[config.mk]
export PLATFORM = sky130hd
export DESIGN_NAME = lru_key_value_cache_unit
export DESIGN_NICKNAME = d
export VERILOG_FILES = /design/src/hdl/lkv_pkg.sv /design/src/hdl/lkv_ram.sv /design/src/hdl/lru_key_value_cache_unit.sv
export SDC_FILE = /design/constraint.sdc
export NUM_CORES = 1
export LEC_CHECK = 0
export BUFFER_PORTS_ARGS = -buffer_cell sky130_fd_sc_hd__buf_2
export CAP_MARGIN = 20
export CORE_AREA = 5 5 423 425
export DETAILED_ROUTE_END_ITERATION = 12
export DIE_AREA = 0 0 428 430
export PLACE_DENSITY = 0.5
export SLEW_MARGIN = 30
export SYNTH_ARGS = -nofsm -noshare
export SYNTH_HDL_FRONTEND = slang
export SYNTH_SLANG_ARGS = --single-unit
[constraint.sdc]
create_clock -name i_clk -period 12.8 [get_ports i_clk]
set_input_delay 1.92 -clock i_clk [delete_from_list [all_inputs] [get_ports i_clk]]
set_output_delay 1.92 -clock i_clk [all_outputs]
set_load 0.03 [all_outputs]
[src/hdl/lkv_pkg.sv]
// ============================================================================
// lkv_pkg
// Shared types and constants for the LRU key-value cache.
// ============================================================================
package lkv_pkg;

    // Store geometry
    localparam int MAX_ENTRIES = 16;
    localparam int IDX_W       = (MAX_ENTRIES > 1) ? $clog2(MAX_ENTRIES) : 1;
    localparam int CNT_W       = $clog2(MAX_ENTRIES + 1);

    // Field widths
    localparam int KEY_W = 32;
    localparam int VAL_W = 32;
    localparam int CAP_W = 5;

    // Capacity register reset value
    localparam logic [CAP_W-1:0] CAP_RESET = 5'd16;

    // Command codes
    localparam logic CMD_GET = 1'b0;
    localparam logic CMD_PUT = 1'b1;

    // Value returned by a get that misses
    localparam logic [VAL_W-1:0] MISS_VALUE = {VAL_W{1'b1}};

    // One stored slot
    typedef struct packed {
        logic [KEY_W-1:0] key;
        logic [VAL_W-1:0] value;
    } t_entry;

    localparam int ENTRY_W = $bits(t_entry);

    // Sequencer states
    typedef enum logic [1:0] {
        ST_IDLE,
        ST_SCAN,
        ST_UPDATE
    } t_state;

endpackage

[src/hdl/lkv_ram.sv]
// ============================================================================
// lkv_ram
// Generic single-write, single-read RAM with registered read data.
// ============================================================================
module lkv_ram #(
    parameter int WIDTH = 8,
    parameter int DEPTH = 16
) (
    input  logic                                       i_clk,
    input  logic                                       i_we,
    input  logic [((DEPTH > 1) ? $clog2(DEPTH) : 1)-1:0] i_waddr,
    input  logic [WIDTH-1:0]                           i_wdata,
    input  logic [((DEPTH > 1) ? $clog2(DEPTH) : 1)-1:0] i_raddr,
    output logic [WIDTH-1:0]                           o_rdata
);

    logic [WIDTH-1:0] r_mem [DEPTH];

    // write port and registered read port
    always_ff @(posedge i_clk) begin
        if (i_we) begin
            r_mem[i_waddr] <= i_wdata;
        end
        o_rdata <= r_mem[i_raddr];
    end

endmodule

[src/hdl/lru_key_value_cache_unit.sv]
// ============================================================================
// lru_key_value_cache_unit
// Fully associative key-value cache with least-recently-used replacement.
// ============================================================================
// Usage:
//   Command channel: a command (get or put, key, value) transfers at a rising
//   edge where start is high and busy is low. busy stays high while the
//   command is worked on.
//   Result channel: o_valid pulses for one cycle with o_found and
//   o_read_value; the receiver must take it in that cycle.
//   Config: i_cfg_we writes i_cfg_wdata into the capacity register and
//   empties the store. Write only while the block is idle.
//   Timing: slots are scanned one per cycle through the single read port of
//   the slot RAM, the compare using the read data in the cycle after the
//   read. A hit ends the scan at the matching slot; a miss scans every
//   stored entry, and a command on an empty store skips the scan. The
//   result strobe is high in the first cycle with busy low, where the next
//   command may already transfer.
//   Reset: store empty, capacity 16, no result pending. Slot contents are
//   not cleared; only slots below the entry count are ever compared.
// ============================================================================
module lru_key_value_cache_unit (
    input  logic                      i_clk,
    input  logic                      i_rst_n,
    // command channel
    input  logic                      start,
    output logic                      busy,
    input  logic                      i_command,
    input  logic signed [31:0]        i_key,
    input  logic signed [31:0]        i_value,
    // result channel
    output logic                      o_valid,
    output logic                      o_found,
    output logic signed [31:0]        o_read_value,
    // capacity register
    input  logic                      i_cfg_we,
    input  logic [4:0]                i_cfg_wdata
);

    localparam int IW = lkv_pkg::IDX_W;
    localparam int CW = lkv_pkg::CNT_W;

    // state and control registers
    lkv_pkg::t_state                 r_state, n_state;
    logic [lkv_pkg::CAP_W-1:0]       r_capacity;
    logic [CW-1:0]                   r_count, n_count;
    logic [CW-1:0]                   r_idx, n_idx;
    logic                            r_cmp_vld, n_cmp_vld;
    logic                            r_valid, n_valid;
    logic [IW-1:0]                   r_rank [lkv_pkg::MAX_ENTRIES];
    logic [IW-1:0]                   n_rank [lkv_pkg::MAX_ENTRIES];

    // payload registers
    logic                            r_cmd, n_cmd;
    logic [lkv_pkg::KEY_W-1:0]       r_key, n_key;
    logic [lkv_pkg::VAL_W-1:0]       r_value, n_value;
    logic [IW-1:0]                   r_cidx, n_cidx;
    logic [IW-1:0]                   r_slot, n_slot;
    logic [IW-1:0]                   r_victim, n_victim;
    logic                            r_hit, n_hit;
    logic [lkv_pkg::VAL_W-1:0]       r_hval, n_hval;
    logic                            r_found, n_found;
    logic [lkv_pkg::VAL_W-1:0]       r_rdval, n_rdval;

    // slot RAM
    logic                            ram_we;
    logic [IW-1:0]                   ram_waddr;
    lkv_pkg::t_entry                 ram_wdata;
    lkv_pkg::t_entry                 ram_rdata;

    // misc
    logic [CW-1:0]                   eff_cap;
    logic                            key_match;
    logic                            upd_append;
    logic [IW-1:0]                   upd_slot;
    logic [CW-1:0]                   upd_thr;
    logic                            upd_prom;

    lkv_ram #(
        .WIDTH (lkv_pkg::ENTRY_W),
        .DEPTH (lkv_pkg::MAX_ENTRIES)
    ) u_slot_ram (
        .i_clk   (i_clk),
        .i_we    (ram_we),
        .i_waddr (ram_waddr),
        .i_wdata (ram_wdata),
        .i_raddr (r_idx[IW-1:0]),
        .o_rdata (ram_rdata)
    );

    // effective capacity: zero acts as one, clamp to store size
    always_comb begin
        if (r_capacity == '0) begin
            eff_cap = CW'(1);
        end else if (int'(r_capacity) > lkv_pkg::MAX_ENTRIES) begin
            eff_cap = CW'(lkv_pkg::MAX_ENTRIES);
        end else begin
            eff_cap = CW'(r_capacity);
        end
    end

    // compare stage, on the RAM read data in the cycle after the read
    assign key_match = r_cmp_vld && (ram_rdata.key == r_key);

    // slot and recency threshold for the update step
    always_comb begin
        upd_append = 1'b0;
        upd_slot   = r_slot;
        if (!r_hit && (r_cmd == lkv_pkg::CMD_PUT)) begin
            if (r_count >= eff_cap) begin
                upd_slot = r_victim;
            end else begin
                upd_slot   = r_count[IW-1:0];
                upd_append = 1'b1;
            end
        end
        // append ages every valid slot
        upd_thr  = upd_append ? CW'(lkv_pkg::MAX_ENTRIES) : CW'(r_rank[upd_slot]);
        upd_prom = r_hit || (r_cmd == lkv_pkg::CMD_PUT);
    end

    // sequencer: next state and datapath
    always_comb begin
        n_state   = r_state;
        n_count   = r_count;
        n_idx     = r_idx;
        n_cmp_vld = r_cmp_vld;
        n_valid   = 1'b0;
        n_rank    = r_rank;
        n_cmd     = r_cmd;
        n_key     = r_key;
        n_value   = r_value;
        n_cidx    = r_cidx;
        n_slot    = r_slot;
        n_victim  = r_victim;
        n_hit     = r_hit;
        n_hval    = r_hval;
        n_found   = r_found;
        n_rdval   = r_rdval;
        ram_we    = 1'b0;
        ram_waddr = upd_slot;
        ram_wdata = '{key: r_key, value: r_value};

        case (r_state)
            lkv_pkg::ST_IDLE: begin
                if (start) begin
                    n_cmd     = i_command;
                    n_key     = i_key;
                    n_value   = i_value;
                    n_idx     = '0;
                    n_cmp_vld = 1'b0;
                    n_hit     = 1'b0;
                    n_state   = (r_count == '0) ? lkv_pkg::ST_UPDATE : lkv_pkg::ST_SCAN;
                end
            end

            lkv_pkg::ST_SCAN: begin
                if (key_match) begin
                    n_hit   = 1'b1;
                    n_slot  = r_cidx;
                    n_hval  = ram_rdata.value;
                    n_state = lkv_pkg::ST_UPDATE;
                end else if (r_idx == r_count) begin
                    n_hit   = 1'b0;
                    n_state = lkv_pkg::ST_UPDATE;
                end else begin
                    // issue next read; track the least recent slot
                    n_cidx    = r_idx[IW-1:0];
                    n_cmp_vld = 1'b1;
                    n_idx     = r_idx + 1'b1;
                    if (r_rank[r_idx[IW-1:0]] == IW'(r_count - 1'b1)) begin
                        n_victim = r_idx[IW-1:0];
                    end
                end
            end

            lkv_pkg::ST_UPDATE: begin
                n_valid = 1'b1;
                n_found = r_hit;
                if (r_cmd == lkv_pkg::CMD_GET) begin
                    n_rdval = r_hit ? r_hval : lkv_pkg::MISS_VALUE;
                end else begin
                    n_rdval = '0;
                    ram_we  = 1'b1;
                end
                // recency update: more recent slots age by one
                if (upd_prom) begin
                    for (int i = 0; i < lkv_pkg::MAX_ENTRIES; i++) begin
                        if ((CW'(i) < r_count) && (CW'(r_rank[i]) < upd_thr)) begin
                            n_rank[i] = r_rank[i] + 1'b1;
                        end
                    end
                    n_rank[upd_slot] = '0;
                end
                if (upd_append) begin
                    n_count = r_count + 1'b1;
                end
                n_state = lkv_pkg::ST_IDLE;
            end

            default: begin
                n_state = lkv_pkg::ST_IDLE;
            end
        endcase

        // capacity write empties the store
        if (i_cfg_we) begin
            n_count = '0;
        end
    end

    // control registers
    always_ff @(posedge i_clk) begin
        if (!i_rst_n) begin
            r_state    <= lkv_pkg::ST_IDLE;
            r_capacity <= lkv_pkg::CAP_RESET;
            r_count    <= '0;
            r_idx      <= '0;
            r_cmp_vld  <= 1'b0;
            r_valid    <= 1'b0;
        end else begin
            r_state    <= n_state;
            r_count    <= n_count;
            r_idx      <= n_idx;
            r_cmp_vld  <= n_cmp_vld;
            r_valid    <= n_valid;
            if (i_cfg_we) begin
                r_capacity <= i_cfg_wdata;
            end
        end
    end

    // payload registers
    always_ff @(posedge i_clk) begin
        r_rank   <= n_rank;
        r_cmd    <= n_cmd;
        r_key    <= n_key;
        r_value  <= n_value;
        r_cidx   <= n_cidx;
        r_slot   <= n_slot;
        r_victim <= n_victim;
        r_hit    <= n_hit;
        r_hval   <= n_hval;
        r_found  <= n_found;
        r_rdval  <= n_rdval;
    end

    // outputs
    assign busy         = (r_state != lkv_pkg::ST_IDLE);
    assign o_valid      = r_valid;
    assign o_found      = r_found;
    assign o_read_value = r_rdval;

    // checks
    a_count_le_cap: assert property (@(posedge i_clk) disable iff (!i_rst_n)
        r_count <= eff_cap)
        else $error("entry count exceeds capacity");

    a_accept_busy: assert property (@(posedge i_clk) disable iff (!i_rst_n)
        (start && !busy) |=> busy)
        else $error("accepted command did not raise busy");

    a_single_result: assert property (@(posedge i_clk) disable iff (!i_rst_n)
        o_valid |=> !o_valid)
        else $error("result strobe held for two cycles");

    a_put_zero: assert property (@(posedge i_clk) disable iff (!i_rst_n)
        (r_state == lkv_pkg::ST_UPDATE && r_cmd == lkv_pkg::CMD_PUT)
            |=> (o_valid && o_read_value == 0))
        else $error("put result not zero");

endmodule
# Word level (Yosys, flattened, before mapping)
# Memory sizes are Yosys's and may differ from the RTL's. A register that Yosys moved wholly into a read port is not among the register bits.
# Index checks and enable logic that the tools add are counted.
op_classes:
  bitwise_logic: 7
  n_lt_le_gt_ge: 37
  reduce_logical: 36
  n_addsub: 19
  mux: 85
  n_eq_ne: 9
ops:
  columns: ["cell", "n"]
  rows:
  - ["4-bit 2-to-1 mux", 55]
  - ["4-bit by 5-bit less-than comparator with 1-bit output", 16]
  - ["4-bit by 1-bit adder with 4-bit output (second input constant)", 16]
  - ["64-bit bitwise AND", 1]
  - ["64-bit NOT", 1]
  - ["4-bit by 5-bit less-than comparator with 1-bit output (first input constant)", 8]
  - ["4-bit binary-select mux with 4-bit select", 2]
  - ["32-bit equality test", 1]
  - ["32-bit 2-to-1 mux", 1]
  - ["5-bit 2-to-1 mux", 6]
  - ["3-bit by 5-bit less-than comparator with 1-bit output (first input constant)", 4]
  - ["1-bit logical AND", 19]
  - ["4-bit demux with 4-bit select", 1]
  - ["1-bit 2-to-1 mux", 12]
  - ["5-bit by 1-bit adder with 5-bit output (second input constant)", 2]
  - ["5-bit >= comparator (second input constant)", 2]
  - ["5-bit logical NOT", 2]
  - ["1-bit by 5-bit less-than comparator with 1-bit output (first input constant)", 2]
  - ["2-bit by 5-bit less-than comparator with 1-bit output (first input constant)", 2]
  - ["4-bit NOT with 5-bit output", 2]
  - ["5-bit one-hot mux with 2 select lines", 1]
  - ["2-bit AND reduction", 5]
  - ["2-bit 2-to-1 mux", 4]
  - ["4-bit AND reduction", 2]
  - ["other kinds (19)", 26]
totals:
  ram_bits: 1024
  output_inout_bits: 35
  memories: 1
  ff_bits: 226
  wordCells: 226
  in_bits: 74
mem_list:
  columns: ["memory", "depth", "width", "rd", "rd_ports_with_merged_regs", "wr", "line", "source"]
  rows:
  - ["u_slot_ram.r_mem", 16, 64, 1, 1, 1, "lkv_ram.sv:17", "logic [WIDTH-1:0] r_mem [DEPTH];"]

# Logic depth before layout (Yosys ltp)
logic_depth:
  word_depth: 17
  ltp_mapped: 23
  mapped_depth_nobuf: 21

# Cells and area by module
# From an unflattened synthesis, not the netlist that was laid out.
unflattened:
  cells_unflattened: 2779
  area_unflattened_um2: 52387.7
by_module_without_submodules:
  columns: ["module", "area_each_um2", "instances", "cells_per_inst"]
  rows:
  - ["lkv_ram", 39581.7, 1, 1647]
  - ["lru_key_value_cache_unit", 12806.0, 1, 1132]

# Worst setup path before layout
# Ideal clock, no wire load.
synth_timing:
  path_kind: "register to register"
  start: "register r_state[1]"
  end: "memory u_slot_ram.r_mem[4][0] in the netlist's numbering (enable)"
  slack_ns: 5.211
  period_less_slack_ns: 7.589
  n_path_buf: 1
  t_arrival_ns: 7.024
  required_ns: 12.235
  stages_incl_launch_ff: 5
  path_cell_list: "dfxtp_1 -> nor2b_1 -> nand2_1 -> clkbuf_1 -> nor3_1"
synth_between:
  elab_chain_cells: 4
synth_lines:
  columns: ["item", "line", "source"]
  rows:
  - ["start: declaration", "lru_key_value_cache_unit.sv:44", "lkv_pkg::t_state r_state, n_state;"]
  - ["start signal: assignment", "lru_key_value_cache_unit.sv:215", "r_state <= lkv_pkg::ST_IDLE;"]
  - ["start signal: assignment", "lru_key_value_cache_unit.sv:222", "r_state <= n_state;"]
  - ["2-bit equality test", "lru_key_value_cache_unit.sv:144", "case (r_state)"]
  - ["1-bit 2-to-1 mux", "lru_key_value_cache_unit.sv:144", null]
  - ["1-bit 2-to-1 mux", "lkv_ram.sv:21", "if (i_we) begin"]
  - ["1-bit 2-to-1 mux (not written as such)", "lkv_ram.sv:22", "r_mem[i_waddr] <= i_wdata;"]
  - ["end: declaration", "lkv_ram.sv:17", null]
# No other way between the ends.

# Final worst setup path
layout_timing:
  start: "register r_count[0]"
  end: "register r_rank[26] in the netlist's numbering, data pin"
layout_between:
  elab_chain_cells: 14
  word_cells_on_any_way: 23
  classes_between: "5 x order compare; 13 x mux; 3 x bitwise; 2 x reduce/logical"
layout_lines:
  columns: ["item", "line", "source"]
  rows:
  - ["start: declaration", "lru_key_value_cache_unit.sv:46", "logic [CW-1:0] r_count, n_count;"]
  - ["start signal: assignment", "lru_key_value_cache_unit.sv:223", "r_count <= n_count;"]
  - ["5-bit >= comparator", "lru_key_value_cache_unit.sv:110", "if (r_count >= eff_cap) begin"]
  - ["4-bit 2-to-1 mux", "lru_key_value_cache_unit.sv:110", null]
  - ["4-bit 2-to-1 mux", "lru_key_value_cache_unit.sv:109", "if (!r_hit && (r_cmd == lkv_pkg::CMD_PUT)) begin"]
  - ["4-bit NOT with 5-bit output (not written as such)", "lru_key_value_cache_unit.sv:118, lru_key_value_cache_unit.sv:193", null]
  - ["4-bit binary-select mux with 4-bit select", "lru_key_value_cache_unit.sv:118", "upd_thr = upd_append ? CW'(lkv_pkg::MAX_ENTRIES) : CW'(r_rank[upd_slot]);"]
  - ["4-bit 2-to-1 mux (not written as such) (2 in series)", "lru_key_value_cache_unit.sv:118", null]
  - ["5-bit 2-to-1 mux", "lru_key_value_cache_unit.sv:118", null]
  - ["4-bit by 5-bit less-than comparator with 1-bit output", "lru_key_value_cache_unit.sv:189", "if ((CW'(i) < r_count) && (CW'(r_rank[i]) < upd_thr)) begin"]
  - ["1-bit logical AND", "lru_key_value_cache_unit.sv:189", null]
  - ["4-bit 2-to-1 mux", "lru_key_value_cache_unit.sv:189", null]
  - ["4-bit 2-to-1 mux", "lru_key_value_cache_unit.sv:187", "if (upd_prom) begin"]
  - ["4-bit 2-to-1 mux", "lru_key_value_cache_unit.sv:144", null]
  - ["64-bit bitwise AND (no source line) (*)", null, null]
  - ["end signal: assignment", "lru_key_value_cache_unit.sv:235", "r_rank <= n_rank;"]
  - ["end: declaration", "lru_key_value_cache_unit.sv:50", "logic [IW-1:0] r_rank [lkv_pkg::MAX_ENTRIES];"]
# Mark *: on every way between the ends. The rest lies on a longest branch, timed or not. The select of a mux whose other input is x is not followed.
# A chain may end at the register's enable or synchronous reset.

==> metrics.txt <==
WP buf/inv 1; Post-Syn Area 0.05197 mm2; worst vdd ir 0.00008559 V; CP top delay family compound AO/OA/AOI/OAI gates; Synth cell types 70; vias in the first global route 26410; Setup crit start kind register; die area 0.1840 mm2; Power Density 152.9 mW/mm2; Avg Inst Size Synth 20.09 um2; clock skew 0.02839 ns; Critical Path End Type register; final hold vios 0; initial antenna violation count 6; synth warn 0; WL/cell 24.62 um; setup violators final 0; CP cell instances inv_1, ha_1, nor2b_1, o21a_1, o211ai_1, nand2_1, nor2_1, a211oi_1, a31oi_1, o22ai_1, or4_1, ha_1, a21o_1, a21o_1, a311oi_1, nor2_1, o41ai_4, a211oi_1, a31o_2; critical path arrival 6.71 ns; final core area utilization 34.56%; Pwr Total 9.246 mW; Final ANT Viol Nets 0; CTS Sinks 1314; Peak Freq 161.5 MHz; root buffer cell clkbuf_16; H-tree depth 4; Num CTS Buffers 146; Iter 0 DRT Violations 1925; Min-Delay Path Class reg -> reg; Synth Instances 2587; FP Rows 154; Die X 428 um; net count after synthesis 2734; hold path start u_slot_ram.o_rdata[21]; kind of critical path reg -> reg; P_leak 18.93 nW; drt pass-1 iters 5; post-cts sizing count 0; synth-to-layout area growth 16.35%; critical path startpoint r_count[0]; slowest stage cell, crit path or4_1; share of cells above drive strength 1 26.76%; CTS clk-pin slew, worst paths 0.06 ns; RSZ-0062 raised after global routing false; effective utilization at floorplan 29.70%; # IOs 109; Max clock buf depth 3; gr usage total 13.93%; FFs w/ async S/R, synth 0%; final slew viol count 0; Final #Nets 2937; CTS tree built; Post-synth EDFFs 1231; status complete, no violations; synthesized flop and latch total 1314; DPL Wire Length 67950 um; via count 25370; Post-Route WL 129300 um; Setup TNS 0 ns; Post-CTS Setup Repair Bufs 0; Post-CTS Hold Fix Bufs 0; largest net degree at the start of global routing 132; core area 0.1750 mm2; Final GP Congestion 0.7849; Period minus WS final 6.193 ns; die height 430 um; max cap viols 0; # port buffers 108; CP Max Fanout 28; sequential fraction of the synthesis area 74.33%; first-pass GRT wire length 188700 um; Tcrit/Tclk final 48.39%; required time worst endpoint 13.32 ns; CP peak stage delay 0.85 ns; prevailing post-synth register cell edfxtp_1; drc violations 0; Worst R2R Start r_count[0]; DR vias/cell 4.830; global route total overflow 0; Rel. slew slack 32.70%; worst slew pin tran 1.002 ns; Worst-Skew Late Latency 0.78 ns; flop-to-flop setup slack 6.61 ns
==> routing by layer <==
metal / GRT usage (%) / up-vias / routed length, um
met5: 0 / - / 12
met4: 4.115 / 2 / 2863
met3: 2.128 / 187 / 5132
met2: 23.56 / 581 / 64830
met1: 18.65 / 13480 / 56450
li1: - / 11120 / -
==> cell type report <==
| type | instances | area, um2 |
|---|---|---|
| Clock buffer | 213 | 4095 |
| Inverter | 58 | 220.2 |
| Timing Repair Buffer | 169 | 1031 |
| Antenna cell | 1 | 2.502 |
| Multi-Input combinational cell | 1101 | 12790 |
| Fill cell | 16500 | 114500 |
| Clock inverter | 56 | 757.0 |
| Sequential cell | 1314 | 38640 |
| Tap cell | 2340 | 2928 |
==> cells by family after synthesis <==
kind of cell	after synthesis	share of synthesized area (%)
AOI/OAI and AO/OA	269	3.361
buffers and inverters	172	1.293
and+or+nand+nor	350	3.332
DFF	1314	74.33
adders and majority gates	73	1.758
muxes	351	14.95
xor gates and xnor gates	58	0.9775
==> path summary, 6_finish.rpt <==
kind / endpoint / cells past startpoint
worst min-delay path: r_hval[21] / 0
worst max register to register: r_rank[26] / 19
worst max-delay path: r_rank[26] / 19
worst min register to register: r_hval[21] / 0
==> cells in the final DEF (no fill, tap or decap), drive strengths merged, types with 4 or more instances in the layout <==
cell	Yosys	routed
mux4	340	340
nand2	79	79
nor4	7	7
and3	9	9
a21oi	115	115
o21bai	4	4
edfxtp	1231	1231
o21ai	45	45
clkinvlp	0	4
nand3	58	58
nand4	15	15
ha	73	73
a31oi	7	7
dfxtp	83	83
or3b	5	5
nor3	22	22
clkbuf	68	213
nor2b	14	14
a21o	17	17
or4	15	15
xor2	19	19
or2	5	5
mux2i	11	11
o211ai	14	14
or3	12	12
inv	58	66
bufinv	0	12
clkinv	0	32
a31o	7	7
nor2	90	90
a211oi	6	6
buf	46	169
o31ai	13	13
xnor2	39	39
nand2b	6	6
and2	8	8
o21a	6	6
a311oi	9	9
==> Yosys cell counts (8+ instances only) <==
| cell | count | area share [%] |
|---|---|---|
| a21o_1 | 17 | 0.25 |
| a21oi_1 | 113 | 1.1 |
| and2_1 | 8 | 0.096 |
| and3_1 | 9 | 0.11 |
| buf_1 | 36 | 0.26 |
| clkbuf_1 | 68 | 0.49 |
| dfxtp_1 | 83 | 3.2 |
| edfxtp_1 | 1231 | 71 |
| ha_1 | 73 | 1.8 |
| inv_1 | 58 | 0.42 |
| mux2i_1 | 11 | 0.21 |
| mux4_2 | 340 | 15 |
| nand2_1 | 79 | 0.57 |
| nand3_1 | 58 | 0.56 |
| nand4_1 | 15 | 0.18 |
| nor2_1 | 89 | 0.64 |
| nor2b_1 | 14 | 0.17 |
| nor3_1 | 22 | 0.21 |
| o211ai_1 | 13 | 0.19 |
| o21ai_0 | 43 | 0.41 |
| o31ai_1 | 13 | 0.19 |
| or3_1 | 12 | 0.14 |
| or4_1 | 14 | 0.20 |
| xnor2_1 | 39 | 0.66 |
| xor2_1 | 19 | 0.32 |
==> sequential cells by signal (all words and copies together) (netlist names) <==
| register | count |
|---|---|
| o_found | 1 |
| o_read_value | 32 |
| o_valid | 1 |
| r_capacity | 5 |
| r_cidx | 4 |
| r_cmd | 1 |
| r_cmp_vld | 1 |
| r_count | 5 |
| r_hit | 1 |
| r_hval | 32 |
| r_idx | 5 |
| r_key | 32 |
| r_rank | 64 |
| r_slot | 4 |
| r_state | 2 |
| r_value | 32 |
| r_victim | 4 |
| u_slot_ram.o_rdata | 64 |
| u_slot_ram.r_mem | 1024 |
==> stage by stage <==
stage | setup WS [ns] | hold slack, ns | area (um2) | std cells
global route | 6.040 | 0.4041 | 60460 | 5252
CTS | 6.642 | 0.3957 | 60450 | 5251
floorplan | 5.211 | 0.3855 | 51970 | 2587
finish | 6.607 | 0.3970 | 60460 | 5252
global placement | 6.818 | 0.3874 | 55570 | 4981
detailed placement | 6.671 | 0.3887 | 55600 | 4982
==> where the power goes <==
part	internal, mW	total (mW)	switching (mW)
Clock	2.49	4.21	1.73
Sequential	4.74	4.81	0.0700
Combinational	0.0724	0.218	0.146
Total	7.30	9.25	1.94
Note: power is estimated with default switching activity, not from simulation.
